[config.mk]
export PLATFORM = sky130hd
export DESIGN_NAME = xml_entity_escaper
export DESIGN_NICKNAME = d
export VERILOG_FILES = /design/src/xee_pkg.sv /design/src/xml_entity_escaper.sv /design/src/xee_front.sv /design/src/xee_queue.sv /design/src/xee_back.sv
export SDC_FILE = /design/constraint.sdc
export NUM_CORES = 1
export LEC_CHECK = 0
export ABC_CLOCK_PERIOD_IN_PS = 6300
export BUFFER_PORTS_ARGS = -buffer_cell sky130_fd_sc_hd__buf_4
export CAP_MARGIN = 5
export CORE_MARGIN = 2
export CORE_UTILIZATION = 35
export DETAILED_ROUTE_END_ITERATION = 8
export GPL_TIMING_DRIVEN = 0
export RECOVER_POWER = 100
export SLEW_MARGIN = 10
export SYNTH_ARGS = -nofsm -noshare
export SYNTH_HDL_FRONTEND = slang
export SYNTH_SLANG_ARGS = --single-unit
[constraint.sdc]
create_clock -name clk_i -period 6.3 [get_ports clk_i]
set_input_delay 0.315 -clock clk_i [delete_from_list [all_inputs] [get_ports clk_i]]
set_output_delay 0.315 -clock clk_i [all_outputs]
set_load 0.05 [all_outputs]
[src/xee_pkg.sv]
`default_nettype none

package xee_pkg;

  localparam int unsigned CharW    = 7;
  localparam int unsigned MaxChars = 7;
  localparam int unsigned LenW     = 3;

  localparam logic [CharW-1:0] ChAmp   = 7'h26;
  localparam logic [CharW-1:0] ChHash  = 7'h23;
  localparam logic [CharW-1:0] ChSemi  = 7'h3b;
  localparam logic [CharW-1:0] ChZero  = 7'h30;
  localparam logic [CharW-1:0] ChQuote = 7'h22;
  localparam logic [CharW-1:0] ChApos  = 7'h27;
  localparam logic [CharW-1:0] ChLt    = 7'h3c;
  localparam logic [CharW-1:0] ChGt    = 7'h3e;

  localparam logic [7:0] ByteEuro = 8'h80;
  localparam logic [7:0] ByteLow  = 8'h20;
  localparam logic [7:0] ByteHigh = 8'h7f;

  // One escaped sequence, first character in chars[0].
  typedef struct packed {
    logic [MaxChars-1:0][CharW-1:0] chars;
    logic [LenW-1:0]                len;
  } esc_item_t;

  typedef struct packed {
    logic full;
    logic empty;
  } esc_qstat_t;

  function automatic logic [CharW-1:0] digit_char(logic [3:0] d);
    return ChZero + CharW'(d);
  endfunction

  function automatic esc_item_t classify(logic [7:0] b);
    esc_item_t   it;
    logic [1:0]  h;
    logic [7:0]  r;
    logic [15:0] prod;
    logic [3:0]  t;
    logic [3:0]  o;
    it   = '0;
    h    = (b >= 8'd200) ? 2'd2 : ((b >= 8'd100) ? 2'd1 : 2'd0);
    r    = b - 8'(h) * 8'd100;
    // Tens digit by reciprocal multiply, exact for r below 100.
    prod = 16'(r) * 16'd205;
    t    = 4'(prod >> 11);
    o    = 4'(r - 8'(t) * 8'd10);
    priority if (b == {1'b0, ChQuote}) begin
      it.chars[0] = ChAmp; it.chars[1] = 7'h71; it.chars[2] = 7'h75;
      it.chars[3] = 7'h6f; it.chars[4] = 7'h74; it.chars[5] = ChSemi;
      it.len = 3'd6;
    end else if (b == {1'b0, ChApos}) begin
      it.chars[0] = ChAmp; it.chars[1] = 7'h61; it.chars[2] = 7'h70;
      it.chars[3] = 7'h6f; it.chars[4] = 7'h73; it.chars[5] = ChSemi;
      it.len = 3'd6;
    end else if (b == {1'b0, ChAmp}) begin
      it.chars[0] = ChAmp; it.chars[1] = 7'h61; it.chars[2] = 7'h6d;
      it.chars[3] = 7'h70; it.chars[4] = ChSemi;
      it.len = 3'd5;
    end else if (b == {1'b0, ChLt}) begin
      it.chars[0] = ChAmp; it.chars[1] = 7'h6c; it.chars[2] = 7'h74;
      it.chars[3] = ChSemi;
      it.len = 3'd4;
    end else if (b == {1'b0, ChGt}) begin
      it.chars[0] = ChAmp; it.chars[1] = 7'h67; it.chars[2] = 7'h74;
      it.chars[3] = ChSemi;
      it.len = 3'd4;
    end else if (b >= ByteLow && b <= ByteHigh) begin
      it.chars[0] = b[CharW-1:0];
      it.len = 3'd1;
    end else if (b == ByteEuro) begin
      it.chars[0] = ChAmp; it.chars[1] = ChHash; it.chars[2] = digit_char(4'd8);
      it.chars[3] = digit_char(4'd3); it.chars[4] = digit_char(4'd6);
      it.chars[5] = digit_char(4'd4); it.chars[6] = ChSemi;
      it.len = 3'd7;
    end else if (h != 2'd0) begin
      it.chars[0] = ChAmp; it.chars[1] = ChHash; it.chars[2] = digit_char(4'(h));
      it.chars[3] = digit_char(t); it.chars[4] = digit_char(o);
      it.chars[5] = ChSemi;
      it.len = 3'd6;
    end else if (t != 4'd0) begin
      it.chars[0] = ChAmp; it.chars[1] = ChHash; it.chars[2] = digit_char(t);
      it.chars[3] = digit_char(o); it.chars[4] = ChSemi;
      it.len = 3'd5;
    end else begin
      it.chars[0] = ChAmp; it.chars[1] = ChHash; it.chars[2] = digit_char(o);
      it.chars[3] = ChSemi;
      it.len = 3'd4;
    end
    return it;
  endfunction

endpackage

`default_nettype wire

[src/xml_entity_escaper.sv]
// Escapes a byte stream into XML-safe ASCII text.
// The slave channel takes one raw byte per transfer on s_axis_tdata_i. The
// master channel gives one character per transfer; m_axis_tlast_o marks the
// final character produced for each input byte.
// Quote, apostrophe, ampersand, less-than and greater-than become their named
// entities, other bytes from 0x20 to 0x7f pass unchanged, 0x80 becomes the
// euro sign entity, and every other byte becomes a decimal character reference.
// A byte is classified on its way into a two-entry queue; the output sequencer
// reads the head entry and sends one character per cycle, while the receiver
// is ready, from a registered output stage. The first character of a byte
// passes through the queue entry and then the output register. A pass-through
// byte yields one character and an escaped byte 4 to 7 characters, while the
// queue keeps accepting bytes until both entries are full.
// When the receiver stalls, the output stage holds its character, then the
// queue fills and s_axis_tready_o drops.
// Reset empties the queue and the output stage; s_axis_tready_o is high
// as soon as reset is released.
`default_nettype none

module xml_entity_escaper (
  input  wire logic       clk_i,
  input  wire logic       rst_ni,
  input  wire logic       s_axis_tvalid_i,
  output logic            s_axis_tready_o,
  input  wire logic [7:0] s_axis_tdata_i,   // [7:0] in_byte
  output logic            m_axis_tvalid_o,
  input  wire logic       m_axis_tready_i,
  output logic [7:0]      m_axis_tdata_o,   // [6:0] out_char, [7] zero
  output logic            m_axis_tlast_o
);

  xee_pkg::esc_qstat_t       q_stat;
  xee_pkg::esc_item_t        q_item;
  xee_pkg::esc_item_t        rd_item;
  logic                      q_push;
  logic                      q_pop;
  logic                      rd_valid;
  logic [xee_pkg::CharW-1:0] out_char;

  xee_front u_front (
    .s_valid_i (s_axis_tvalid_i),
    .s_byte_i  (s_axis_tdata_i),
    .s_ready_o (s_axis_tready_o),
    .q_stat_i  (q_stat),
    .q_push_o  (q_push),
    .q_item_o  (q_item)
  );

  xee_queue u_queue (
    .clk_i      (clk_i),
    .rst_ni     (rst_ni),
    .push_i     (q_push),
    .item_i     (q_item),
    .pop_i      (q_pop),
    .rd_valid_o (rd_valid),
    .rd_item_o  (rd_item),
    .stat_o     (q_stat)
  );

  xee_back u_back (
    .clk_i      (clk_i),
    .rst_ni     (rst_ni),
    .rd_valid_i (rd_valid),
    .rd_item_i  (rd_item),
    .pop_o      (q_pop),
    .m_valid_o  (m_axis_tvalid_o),
    .m_ready_i  (m_axis_tready_i),
    .m_char_o   (out_char),
    .m_last_o   (m_axis_tlast_o)
  );

  assign m_axis_tdata_o = {1'b0, out_char};

  a_seq_no_gap: assert property (@(posedge clk_i) disable iff (!rst_ni)
    m_axis_tvalid_o && m_axis_tready_i && !m_axis_tlast_o |=> m_axis_tvalid_o)
    else $error("Gap inside an escaped sequence.");

  a_queue_stat: assert property (@(posedge clk_i) disable iff (!rst_ni)
    !(q_stat.full && q_stat.empty))
    else $error("Queue reports full and empty at once.");

  a_push_holds: assert property (@(posedge clk_i) disable iff (!rst_ni)
    s_axis_tvalid_i && s_axis_tready_o |=> !q_stat.empty)
    else $error("Accepted byte did not reach the queue.");

  a_pop_valid: assert property (@(posedge clk_i) disable iff (!rst_ni)
    q_pop |-> rd_valid)
    else $error("Queue popped while empty.");

endmodule

`default_nettype wire

[src/xee_front.sv]
`default_nettype none

module xee_front (
  input  wire logic              s_valid_i,
  input  wire logic [7:0]        s_byte_i,
  output logic                   s_ready_o,
  input  wire xee_pkg::esc_qstat_t q_stat_i,
  output logic                   q_push_o,
  output xee_pkg::esc_item_t     q_item_o
);

  assign s_ready_o = !q_stat_i.full;
  assign q_push_o  = s_valid_i && !q_stat_i.full;
  assign q_item_o  = xee_pkg::classify(s_byte_i);

endmodule

`default_nettype wire

[src/xee_queue.sv]
`default_nettype none

module xee_queue (
  input  wire logic               clk_i,
  input  wire logic               rst_ni,
  input  wire logic               push_i,
  input  wire xee_pkg::esc_item_t item_i,
  input  wire logic               pop_i,
  output logic                    rd_valid_o,
  output xee_pkg::esc_item_t      rd_item_o,
  output xee_pkg::esc_qstat_t     stat_o
);

  xee_pkg::esc_item_t mem_q [2];
  logic       wr_ptr_q, wr_ptr_d;
  logic       rd_ptr_q, rd_ptr_d;
  logic [1:0] count_q, count_d;

  always_comb begin
    wr_ptr_d = push_i ? !wr_ptr_q : wr_ptr_q;
    rd_ptr_d = pop_i ? !rd_ptr_q : rd_ptr_q;
    count_d  = count_q + 2'(push_i) - 2'(pop_i);
  end

  always_ff @(posedge clk_i or negedge rst_ni) begin
    if (!rst_ni) begin
      wr_ptr_q <= 1'b0;
      rd_ptr_q <= 1'b0;
      count_q  <= 2'd0;
    end else begin
      wr_ptr_q <= wr_ptr_d;
      rd_ptr_q <= rd_ptr_d;
      count_q  <= count_d;
    end
  end

  always_ff @(posedge clk_i) begin
    if (push_i) begin
      mem_q[wr_ptr_q] <= item_i;
    end
  end

  assign rd_valid_o   = (count_q != 2'd0);
  assign rd_item_o    = mem_q[rd_ptr_q];
  assign stat_o.full  = (count_q == 2'd2);
  assign stat_o.empty = (count_q == 2'd0);

endmodule

`default_nettype wire

[src/xee_back.sv]
`default_nettype none

module xee_back (
  input  wire logic               clk_i,
  input  wire logic               rst_ni,
  input  wire logic               rd_valid_i,
  input  wire xee_pkg::esc_item_t rd_item_i,
  output logic                    pop_o,
  output logic                    m_valid_o,
  input  wire logic               m_ready_i,
  output logic [xee_pkg::CharW-1:0] m_char_o,
  output logic                    m_last_o
);

  logic [xee_pkg::LenW-1:0]  idx_q, idx_d;
  logic                      valid_q, valid_d;
  logic [xee_pkg::CharW-1:0] char_q;
  logic                      last_q;
  logic                      load;
  logic                      is_last;

  always_comb begin
    load    = !valid_q || m_ready_i;
    is_last = (idx_q == rd_item_i.len - 3'd1);
    pop_o   = load && rd_valid_i && is_last;
    valid_d = load ? rd_valid_i : valid_q;
    idx_d   = idx_q;
    if (load && rd_valid_i) begin
      idx_d = is_last ? '0 : idx_q + 3'd1;
    end
  end

  always_ff @(posedge clk_i or negedge rst_ni) begin
    if (!rst_ni) begin
      valid_q <= 1'b0;
      idx_q   <= '0;
    end else begin
      valid_q <= valid_d;
      idx_q   <= idx_d;
    end
  end

  always_ff @(posedge clk_i) begin
    if (load && rd_valid_i) begin
      char_q <= rd_item_i.chars[idx_q];
      last_q <= is_last;
    end
  end

  assign m_valid_o = valid_q;
  assign m_char_o  = char_q;
  assign m_last_o  = last_q;

endmodule

`default_nettype wire

; ---- Yosys cells after proc, flatten, opt, wreduce, memory -nomap -nowiden
; Memory sizes are Yosys's and may differ from the RTL's.
; Index checks and enable logic that the tools add are counted.
[classes]
eq_ne = 8
add_sub_neg = 9
muxes = 31
mul = 3
magnitude_cmp = 5
reduce_logical = 12
[op_table]
columns = cell, count
row1 = 2-to-1 mux 45 bit, 9
row2 = 2-to-1 mux 31 bit, 3
row3 = 2-to-1 mux 38 bit, 2
row4 = 2-to-1 mux 21 bit, 2
row5 = 2-to-1 mux 42 bit, 1
row6 = "equality test 8 x 6 -> 1 bit, second input constant", 5
row7 = binary-select mux 7 bit (select 3 bit), 1
row8 = 2-to-1 mux 7 bit, 3
row9 = 2-to-1 mux 6 bit, 3
row10 = "multiplier 8 x 8 -> 15 bit, second input constant", 1
row11 = "adder 6 x 4 -> 7 bit, first input constant", 2
row12 = 2-to-1 mux 14 bit, 1
row13 = 2-to-1 mux 10 bit, 1
row14 = "equality test 8 bit, second input constant", 1
row15 = ">= comparator 8 x 6 -> 1 bit, second input constant", 1
row16 = ">= comparator 8 x 7 -> 1 bit, second input constant", 1
row17 = ">= comparator 8 bit, second input constant", 1
row18 = "less-or-equal comparator 8 x 7 -> 1 bit, second input constant", 1
row19 = subtractor 8 bit, 1
row20 = "adder 6 x 2 -> 7 bit, first input constant", 1
row21 = "multiplier 2 x 5 -> 6 bit, second input constant", 1
row22 = logical AND 1 bit, 4
row23 = zero test 1 bit, 4
row24 = "< comparator 3 x 4 -> 1 bit, second input constant", 1
row25 = other kinds (14), 17
[word_totals]
register_bits = 16
input_bits = 12
out_inout_bits = 11
wordCells = 76
mem_bits_rw = 104
memories = 1
[mem_list]
columns = memory, depth, width, rd, rd_ports_with_merged_regs, wr, line
row1 = u_queue.mem_q, 2, 52, 1, 0, 1, xee_queue.sv:14  ; xee_pkg::esc_item_t mem_q [2];

; ---- Longest topological paths before layout
[logic_depth]
ltp_word = 24
ltp_mapped = 30
depth_no_buf = 29

; ---- Modules after synthesis
; A second synthesis with hierarchy kept.
[hier_totals]
hier_cells = 549
area_unflattened_um2 = 7216.9
[modules_own_cells]
columns = module, area_each_um2, instances, seq_area_each_um2, cells_per_inst
row1 = xee_queue, 4206.5, 1, 3223.1, 178
row2 = xee_front, 2088.3, 1, 0.0, 284
row3 = xee_back, 910.9, 1, 340.3, 85
row4 = xml_entity_escaper, 11.3, 1, 0.0, 2

; ---- Worst setup path after synthesis
; No wires, ideal clock.
[synth_path]
path_kind = input port to flip-flop
startpoint = in s_axis_tdata_i[7]
endpoint = mem u_queue.mem_q[0][27] in the netlist's numbering, data pin
required_time_ns = 6.021
path_slack_ns = -0.444
n_path_buf = 1
t_arrival_ns = 6.465
cell_stages = 28
setup_ns = 0.279
path_cell_list = clkbuf_1 > inv_1 > nor2_1 > inv_1 > nand2_1 > inv_1 > ha_1 > fa_1 > nand2b_1 > a21oi_1 > xnor2_1 > ha_1 > inv_1 > fa_1 > fa_1 > fa_1 > inv_1 > ha_1 > a211oi_1 > o21bai_1 > a221oi_1 > xnor2_1 > fa_1 > xor2_1 > xor2_1 > xnor3_1 > nor3_1 > o31ai_1
[synth_lines]
columns = element, line
row1 = from (decl), xml_entity_escaper.sv:25  ; input wire logic [7:0] s_axis_tdata_i,
row2 = to (decl), xee_queue.sv:14

==> impl_metrics.tcl <==
set metrics [dict create \
    status "complete, but fails checks" \
    violations "capacitance limit, slew limit" \
    rr_worst_depth 13 \
    num_vias 3499 \
    pre_cts_slack_ps -754 \
    synth_top_area_frac 0.438 \
    hold_viol 0 \
    synth.largest_area_cell "edfxtp_1" \
    hpwlAfterDp_um 8620 \
    clk_pin_slew_ps 60 \
    startpoint_type "primary input" \
    grt_pass1_wl_um 18700 \
    layout.nets 564 \
    synth_flop_cell "edfxtp_1" \
    grt_max_degree 36 \
    fin_skew_ps 3.05 \
    worst_r2r_endpoint "u_queue.count_q[1]" \
    fmax_mhz 164 \
    synthTopCellsByArea "edfxtp_1, ha_1, mux4_2, fa_1, inv_1" \
    min_period_over_period 0.967 \
    viasPerCell 5.13 \
    die_h_um 128 \
    crit_fanout 7 \
    async_reset_ff_frac 0.0930 \
    layout_min_cycle_time_ps 6090 \
    syn-cell-area_sq_mm 0.00534 \
    slowest_delay_ps 520 \
    reg2reg_from "u_queue.rd_ptr_q" \
    drtIter0Drc 198 \
    end_kind "flop" \
    cts_buffers 9 \
    slew_headroom -0.359 \
    place.gp.congestion 0.883 \
    crit_arrival_ps 6150 \
    required_ps 6350 \
    max-cap-violations 1 \
    initial_core_util 0.355 \
    hp-start "m_axis_tready_i" \
    firstDrtPassIters 4 \
    synth-edff-count 78 \
    drive_gt1_frac 0.200 \
    drc 0 \
    yosysUniqueCellTypes 53 \
    min_to "u_back.m_valid_o" \
    hold_path_depth 3 \
    r2r_slack_ps 2580 \
    ant_nets 0 \
    slew_violations 36 \
    hold_path_class "in2reg" \
    grt_usage 0.147 \
    antenna_found_initial 0 \
    grt_pass1_vias 3641 \
    fin_ws_ps 206 \
    multiInputGateArea_sq_mm 0.00271 \
    diodes 0 \
    cts-root-buf "clkbuf_16" \
    port_buffers 19 \
    fillers 1407 \
    fin_cells 682 \
    critPathKind "in2reg" \
    place_inst 647 \
    cts_tree "done" \
    cts_buffer_depth 2 \
    grt_overflow 0 \
    syn_avg_cell_area_sq_um 12.2 \
    syn2layout_area_growth_pct 19.1 \
    htreeDepth 3 \
    insertion_delay_ps 330 \
    setup_viol_count_final 0 \
    cts_sinks 86 \
    synth_nets 513 \
    die_area_sq_mm 0.0163 \
    seq_area_sq_mm 0.00254 \
    crit_slowest_cell "fa_1" \
    io_pins 23 \
    netlist_instances 438 \
    wirelength_um 11600 \
    fin_tns_setup_ps 0 \
    wl_per_cell_um 16.9 \
    die_x_um 128 \
    worst_pin_slew_ps 2040 \
    rows 45 \
    ys_seq_area_frac 0.476 \
    core_area_sq_mm 0.0150 \
    synth-seq-cells 86 \
    ys_warn_count 0 \
]
flip-flops by register name (all words and copies together) (netlist names):
signal and cells:
u_queue.mem_q 70, u_back.m_char_o 7, u_back.idx_q 3, u_queue.count_q 2, u_back.m_last_o 1, u_back.m_valid_o 1, u_queue.rd_ptr_q 1, u_queue.wr_ptr_q 1
layer usage:
metal | up-vias | routed length [um] | track usage
met5 | - | 0 | 0
met4 | 0 | 149 | 0.0336
met3 | 15 | 519 | 0.0264
met2 | 92 | 6000 | 0.268
met1 | 1715 | 4880 | 0.180
li1 | 1677 | - | -
worst max-delay path by stage:
stage                           start                   end
global route        s_axis_tdata_i[3]  u_queue.mem_q[1][27]
CTS                 s_axis_tdata_i[7]  u_queue.mem_q[0][27]
global placement    s_axis_tdata_i[7]  u_queue.mem_q[1][27]
finish              s_axis_tdata_i[3]  u_queue.mem_q[1][27]
floorplan           s_axis_tdata_i[4]  u_queue.mem_q[0][27]
detailed placement  s_axis_tdata_i[7]  u_queue.mem_q[0][27]
metrics by stage:
| stage | area [sq um] | hold WS, ps | utilization |
|---|---|---|---|
| 3_3_place_gp | 5780 | 138 | 0.384 |
| 5_1_grt | 6360 | 264 | 0.423 |
| 4_1_cts | 6260 | 253 | 0.417 |
| 2_1_floorplan | 5400 | 19.4 | - |
| 3_5_place_dp | 5830 | 139 | 0.388 |
| 6_report | 6360 | 256 | 0.423 |
Yosys cell counts (all sizes together) (12+ instances only):
master and n:
nand2 27, a21oi 12, mux4 14, fa 13, nor2 18, mux2i 15, clkbuf 13, inv 58
xnor2 13, ha 50, o21ai 27, edfxtp 78
layout make-up:
cell class	count	share of cell area
buffer	16	0.0138
timing repair buffer	40	0.0393
multi-input combinational	278	0.425
sequential	86	0.399
inverter	58	0.0348
tap	188	0.0370
clock inverter	7	0.0153
clock buffer	9	0.0354
cells in the final DEF, fill, tap and decap left out, types with 6 or more instances in the layout:
master	Yosys	routed
buf_4	1	27
clkbuf_1	13	24
o21ai_0	27	23
clkbuf_16	0	9
dfrtp_1	8	8
mux2i_1	15	15
ha_1	50	46
nor2_1	18	16
mux4_2	14	14
fa_1	13	11
a21oi_1	12	10
xor2_1	8	6
xnor2_1	12	10
inv_1	58	53
nand2_1	27	26
edfxtp_1	78	78
kinds of logic after synthesis:
logic type	share of synthesized area
compound gates	0.0808
buf+inv	0.0543
simple gates	0.0871
xor+xnor	0.0400
mux	0.0955
other cells	0.000702
fa+ha+maj	0.166
flops	0.476
repair_timing:
action | CTS | global route
gates resized for setup | 14 | 26
hold endpoints to repair | 8 | 0
pin swaps | 2 | 22
buffers inserted | 3 | 15
hold buffers | 1 | 0
endpoints found under the setup margin | 24 | 24
worst max-delay path, delay by kind of cell:
kind / cells / cell delay [ps]
adder cells (fa/ha/maj): 8 / 2990
AO/OA/AOI/OAI: 6 / 1010
buffers and inverters: 4 / 290
XOR/XNOR: 5 / 930
AND/OR/NAND/NOR: 4 / 630
Power is not shown: default switching activity piles up to over one toggle a cycle in this logic, so the estimate is an artifact.
